[src/design/rmb_pkg.sv]
// Package with shared types and constants of the raster mosaic blender.
`default_nettype none
package rmb_pkg;

  // Item function codes.
  localparam logic [1:0] FUNC_BLEND = 2'd0;
  localparam logic [1:0] FUNC_READ  = 2'd1;
  localparam logic [1:0] FUNC_CLEAR = 2'd2;

  // Overlap rules.
  localparam logic [1:0] MODE_FIRST = 2'd0;
  localparam logic [1:0] MODE_LAST  = 2'd1;
  localparam logic [1:0] MODE_AVG   = 2'd2;
  localparam logic [1:0] MODE_MAX   = 2'd3;

  // Register indexes.
  localparam logic [2:0] REG_BLEND_MODE  = 3'd0;
  localparam logic [2:0] REG_MOSAIC_COLS = 3'd1;
  localparam logic [2:0] REG_MOSAIC_ROWS = 3'd2;
  localparam logic [2:0] REG_COL_OFFSET  = 3'd3;
  localparam logic [2:0] REG_ROW_OFFSET  = 3'd4;
  localparam logic [2:0] REG_SKIP_ENABLE = 3'd5;
  localparam logic [2:0] REG_SKIP_VALUE  = 3'd6;

  // Stored sum width and entry layout {covered, count, value}.
  localparam int SUM_W   = 48;
  localparam int CNT_W   = 8;
  localparam int ENTRY_W = SUM_W + CNT_W + 1;
  // Width of position arithmetic; covers offsets plus pixel index and the size limits.
  localparam int POS_W   = 15;
  localparam int DIV_CNT_W = 6;
  localparam logic [DIV_CNT_W-1:0] DIV_LAST = 6'd47;

  typedef enum logic [2:0] {
    ST_CLEAR,
    ST_IDLE,
    ST_READ,
    ST_EXEC,
    ST_DIV,
    ST_OUT
  } rmb_state_t;

  // Commands from the controller to the datapath.
  typedef struct packed {
    logic clr_step;
    logic take_item;
    logic exec;
    logic div_step;
    logic out_load;
  } rmb_cmd_t;

  // Status from the datapath to the controller.
  typedef struct packed {
    logic clr_last;
    logic is_read;
    logic need_div;
    logic div_last;
    logic out_free;
  } rmb_stat_t;

endpackage
`default_nettype wire

[src/design/rmb_ctrl.sv]
// Controller state machine of the raster mosaic blender.
`default_nettype none
module rmb_ctrl (
  input  wire logic              clk,
  input  wire logic              rst_n,
  input  wire logic              in_tvalid,
  output logic                   in_tready,
  input  wire rmb_pkg::rmb_stat_t stat,
  output rmb_pkg::rmb_cmd_t      cmd
);
  import rmb_pkg::*;

  rmb_state_t state_r, state_nxt;

  // State register.
  always_ff @(posedge clk) begin
    if (!rst_n) begin
      state_r <= ST_CLEAR;
    end else begin
      state_r <= state_nxt;
    end
  end

  // Next state.
  always_comb begin
    state_nxt = state_r;
    case (state_r)
      ST_CLEAR: if (stat.clr_last) state_nxt = ST_IDLE;
      ST_IDLE:  if (in_tvalid) state_nxt = ST_READ;
      ST_READ:  state_nxt = ST_EXEC;
      ST_EXEC: begin
        if (!stat.is_read) state_nxt = ST_IDLE;
        else if (stat.need_div) state_nxt = ST_DIV;
        else state_nxt = ST_OUT;
      end
      ST_DIV:   if (stat.div_last) state_nxt = ST_OUT;
      ST_OUT:   if (stat.out_free) state_nxt = ST_IDLE;
      default:  state_nxt = ST_IDLE;
    endcase
  end

  // Outputs.
  always_comb begin
    cmd = '0;
    in_tready = 1'b0;
    case (state_r)
      ST_CLEAR: cmd.clr_step = 1'b1;
      ST_IDLE: begin
        in_tready = 1'b1;
        cmd.take_item = in_tvalid;
      end
      ST_READ:  ;
      ST_EXEC:  cmd.exec = 1'b1;
      ST_DIV:   cmd.div_step = 1'b1;
      ST_OUT:   cmd.out_load = stat.out_free;
      default:  ;
    endcase
  end

endmodule
`default_nettype wire

[config.mk]
export PLATFORM = sky130hd
export DESIGN_NAME = rmb_ctrl
export DESIGN_NICKNAME = d
export VERILOG_FILES = /design/src/design/rmb_pkg.sv /design/src/design/rmb_ctrl.sv
export SDC_FILE = /design/constraint.sdc
export NUM_CORES = 1
export LEC_CHECK = 0
export ABC_AREA = 1
export BUFFER_PORTS_ARGS = -buffer_cell sky130_fd_sc_hd__buf_4
export CAP_MARGIN = 30
export CORE_AREA = 2 2 39 41
export CTS_CLUSTER_SIZE = 16
export DETAILED_ROUTE_END_ITERATION = 8
export DIE_AREA = 0 0 41 43
export HOLD_SLACK_MARGIN = 0.06
export PLACE_DENSITY = 0.43
export SLEW_MARGIN = 15
export SYNTH_ARGS = -nofsm -noshare
export SYNTH_HDL_FRONTEND = slang
export SYNTH_SLANG_ARGS = --single-unit
export TNS_END_PERCENT = 5
[constraint.sdc]
create_clock -name clk -period 2.5 [get_ports clk]
set_input_delay 0.125 -clock clk [delete_from_list [all_inputs] [get_ports clk]]
set_output_delay 0.125 -clock clk [all_outputs]
set_load 0.02 [all_outputs]
Word-level counts from Yosys, hierarchy flattened

Cells that the tools add are included.

Multiplexer cells: 13
Equal/unequal tests: 9
Reductions and logical operators: 2

Operators by type and width:

| kind               | count |
|---|---|
| $pmux 3 s6         | 1 |
| $mux 3             | 5 |
| $ne 2x2->1 const B | 4 |
| $mux 1             | 7 |
| $eq 3x2->1 const B | 2 |
| $eq 3x3->1 const B | 2 |
| $reduce_and 4->1   | 1 |
| $eq 3x1->1 const B | 1 |
| $logic_not 3->1    | 1 |

Flip-flop bits (word level): 3
Output and inout bits: 6
Word-level logic and storage cells: 25
Bits of input ports: 8

Depth between registers and ports, before layout

Depth after elaboration: 3
Mapped depth: 9
Mapped depth without buffers: 8

Worst setup path before layout

Ideal clock, no wire load.

Path kind: register to register
From: register state_r[2]
To: register state_r[2]
Data arrival time: 1046 ps
Setup slack: 1341 ps
Cell stages (with the launch flop): 10
Cell sequence: dfxtp_1 buf_6 inv_2 nand2_2 nor2_2 nand2_1 nand2_1 nor2_1 nor2_1 nor2_1

Cells in the longest elaborated chain, start to end: 3

RTL lines:

| what                                     | RTL line       | RTL |
|---|---|---|
| start, declared                          | rmb_ctrl.sv:13 | `rmb_state_t state_r, state_nxt;` |
| start signal, assigned                   | rmb_ctrl.sv:20 | `state_r <= state_nxt;` |
| $eq 3x3->1, or another cell as far along | rmb_ctrl.sv:27 | `case (state_r)` |
| $ne 2x2->1 (no source line)              | -              |  |
| $reduce_and 4->1 (no source line)        | -              |  |

Parallel ways exist; a longest one is shown, timed or not.
A chain may end at the register's enable or synchronous reset.

==> summary.md <==
| Metric | Value |
|---|---|
| Placer congestion estimate | `around 0.73` |
| Library cell occupying the most area in the post-synthesis netlist | `sky130_fd_sc_hd__dfxtp_1` |
| Number of instances in the synthesized netlist | `between 40 and 50` |
| Number of synthesized flops with an enable pin | `0` |
| Buffers inserted by post-CTS timing repair | `0` |
| Cell area power density | `around 1300 mW/mm2` |
| Hold slack | `approximately 140 ps` |
| Flip-flop count of the largest register, all copies and words added | `3` |
| Chip height | `about 43 um` |
| Post-CTS resize count | `0` |
| Total via count in the routed design | `322` |
| Slew at the pin with the worst max-slew slack | `292.3 ps` |
| Number of global-route vias before repair | `297` |
| Portion of synthesized cell area occupied by the leading cell type | `0.2172` |
| Register bit count reported by yosys | `3` |
| Largest net degree at the start of global routing | `9` |
| Cells along the critical path | `nor2_2 -> inv_1 -> nor2_1 -> buf_4` |
| Diode insertion count for antenna repair | `0` |
| Effective utilization at floorplan | `0.1998` |
| Setup CP Type | `reg -> out` |
| Post-DR vias/cell | `a little under 4` |
| Fin crit share | `0.4957` |
| Count of distinct cell types in the synthesized netlist | `13` |
| Cell with the largest stage delay on the worst path | `sky130_fd_sc_hd__dfxtp_1` |
| Switch share | `0.5035` |
| Biggest regs | `state_r x3` |
| Placement Rows | `14` |
| Register area share after synthesis | `0.2172` |
| Most frequent cells after synthesis | `10 x sky130_fd_sc_hd__inv_1, 10 x sky130_fd_sc_hd__nand2_1, 9 x sky130_fd_sc_hd__nor2_1, 5 x sky130_fd_sc_hd__nand3_1` |
| Worst-path clk slew | `approximately 40 ps` |
| Switching component of the power | `0.2606 mW` |
| Average wire length per cell after detail routing | `8.160 um` |
| Arrival @ worst endpoint | `~1100 ps` |
| Clock tree from TritonCTS | `yes` |
| Area inside the core boundary | `0.001384 mm2` |
| Combinational power share | `0.615` |
| Unrepaired setup endpoints after global routing | `false` |
| Summed negative setup slack over all endpoints | `0 ps` |
| Syn nets | `57` |
| Fraction of layout instances using a drive strength above 1 | `0.3538` |
| Sequential group share of total power | `0.222` |
| Post-synthesis async set-or-reset flop share | `0` |
| Dominant delay contributor by cell family on the critical path | `flip-flops` |
| Detailed-route wire length | `roughly 660 um` |
| TritonCTS Buffers | `3` |
| Detailed router's first-iteration violation count | `6` |
| Worst vdd ir | `between 400 and 500 uV` |
| Yosys warning count | `0` |
| Normalized max-slew margin | `0.8049` |
| Netlist Area Pre-Place | `276.5 um2` |
| Final Worst Setup Slack | `about 1300 ps` |
| Achievable frequency | `~800 MHz` |
| Crit Path Max Fanout | `7` |
| Sum of buffers and inverters on the critical path | `2` |
| Final setup viols | `0` |
| Antenna violations before repair | `0` |
| Max Cap Violations | `0` |
| Total power | `around 0.52 mW` |
| Avg Inst Size Synth | `~5.6 um2` |
| Leading cell types by total area after synthesis | `sky130_fd_sc_hd__dfxtp_1 22%, sky130_fd_sc_hd__inv_1 14%, sky130_fd_sc_hd__nand2_1 14%` |
| Run status | `complete, no violations` |
| Longest Clk Path Bufs | `2` |
| Crit path launch type | `flop` |
| CTS Root Cell | `sky130_fd_sc_hd__clkbuf_4` |
| Number of antenna-violating nets in the routed design | `0` |
| Biggest register | `state_r` |
| Port Buf Inserts | `13` |
| Maximum level of the CTS H-tree | `1` |
| Min cycle time layout | `around 1200 ps` |
| Max Clock Skew | `1.923 ps` |
| Final global-route overflow total | `0` |
| Area enclosed by the die boundary | `~0.0018 mm2` |
| Horizontal extent of the die | `41 um` |
| Insertion delay to the later sink of the worst-skew pair | `~230 ps` |
| Post-layout net count | `74` |
| GRT Util Overall | `0.09920` |
| Number of detailed-route iterations in the first pass | `4` |
| First-pass GRT wire length | `1152 um` |
| Worst min-delay path category | `in -> reg` |
| Most used flip-flop cell after synthesis | `sky130_fd_sc_hd__dfxtp_1` |
| HPWL after detailed placement | `around 530 um` |
| Internal power component | `approximately 0.26 mW` |
| Critical Path End Type | `output port` |
| Max stage delay on crit path | `roughly 380 ps` |
| Area growth syn-to-layout | `47.96%` |
| Data required time of the critical path | `2380 ps` |
| Io pins | `14` |
| Placement Setup Slack | `between 1000 and 1500 ps` |
| Number of remaining DRC errors | `0` |
| Number of hold-repair buffers added at the cts stage | `0` |
| Clock Sinks | `3` |
| Final hold violation count | `0` |
| Final design utilization | `0.2957` |
| Number of max-slew violations in the final report | `0` |
| Static leakage | `roughly 0.24 nW` |
| Clock network fraction of design power | `0.163` |
==> logic make-up (layout without fill, tap and decap cells) <==
kind of cell,Yosys count,in the layout,synth area share
DFF,3,3,0.2172
and+or+nand+nor,32,32,0.5566
AOI/OAI and AO/OA,2,2,0.03620
buffers and inverters,12,28,0.1900
==> routing by layer <==
layer | share of wire | global-route usage | up-vias | wire length [um]
met5 | 0 | 0 | - | 0
met4 | 0 | 0.1000 | 0 | 0
met3 | 0.051 | 0.01571 | 0 | 34
met2 | 0.47 | 0.1344 | 7 | 311
met1 | 0.48 | 0.1214 | 136 | 314
li1 | - | - | 179 | -
==> path summary, 6_finish.rpt <==
kind | start | to | slack (ps) | cells after the start
setup reg to reg | state_r[2]$_SDFFE_PN0P_ | state_r[2]$_SDFFE_PN0P_ | 1360 | 8
hold reg to reg | state_r[2]$_SDFFE_PN0P_ | state_r[2]$_SDFFE_PN0P_ | 590 | 2
hold / removal | rst_n | state_r[2]$_SDFFE_PN0P_ | 140 | 3
setup / recovery | state_r[0]$_SDFFE_PN0P_ | cmd[4] | 1260 | 4
==> layout make-up <==
class | instances | area, um2
multi-input combinational | 34 | 163.9
timing repair buffer | 13 | 97.59
clock buffer | 4 | 26.28
inverter | 11 | 41.29
sequential | 3 | 60.06
fill | 165 | 974.7
tap | 16 | 20.02
==> cell usage in the layout, fill, tap and decap left out <==
cell,n
sky130_fd_sc_hd__nor2_1,9
sky130_fd_sc_hd__nand4_1,2
sky130_fd_sc_hd__nand3_2,1
sky130_fd_sc_hd__nand2_1,10
sky130_fd_sc_hd__clkbuf_4,3
sky130_fd_sc_hd__inv_1,10
sky130_fd_sc_hd__nor3_2,1
sky130_fd_sc_hd__dfxtp_1,3
sky130_fd_sc_hd__nand2_2,1
sky130_fd_sc_hd__clkbuf_1,1
sky130_fd_sc_hd__inv_2,1
sky130_fd_sc_hd__a21oi_1,2
sky130_fd_sc_hd__nand3_1,5
sky130_fd_sc_hd__buf_4,13
sky130_fd_sc_hd__nor2_2,3
==> through the flow <==
stage / area [um2] / cells
after floorplan: 276.5 / 49
after global placement: 382.9 / 77
after detailed placement: 382.9 / 77
after CTS: 409.1 / 81
after global routing: 409.1 / 81
final: 409.1 / 81
==> worst reg2reg max path, stage by stage, from the launching register on <==
cell and delay [ps]:
sky130_fd_sc_hd__dfxtp_1 450, sky130_fd_sc_hd__inv_2 110, sky130_fd_sc_hd__nand2_2 80, sky130_fd_sc_hd__nor2_2 40
sky130_fd_sc_hd__nand2_1 60, sky130_fd_sc_hd__nand2_1 50, sky130_fd_sc_hd__nor2_1 130, sky130_fd_sc_hd__nor2_1 50
sky130_fd_sc_hd__nor2_1 100
==> power by group through the flow <==
stage | combinational, mW | sequential [mW] | clock, mW
3_5_place_dp | 0.322 | 0.115 | 0
6_report | 0.318 | 0.115 | 0.0842
5_1_grt | 0.359 | 0.121 | 0.0945
3_3_place_gp | 0.328 | 0.116 | 0
4_1_cts | 0.322 | 0.114 | 0.0895
2_1_floorplan | 0.255 | 0.0937 | 0
Power figures use the tool's default switching activity.
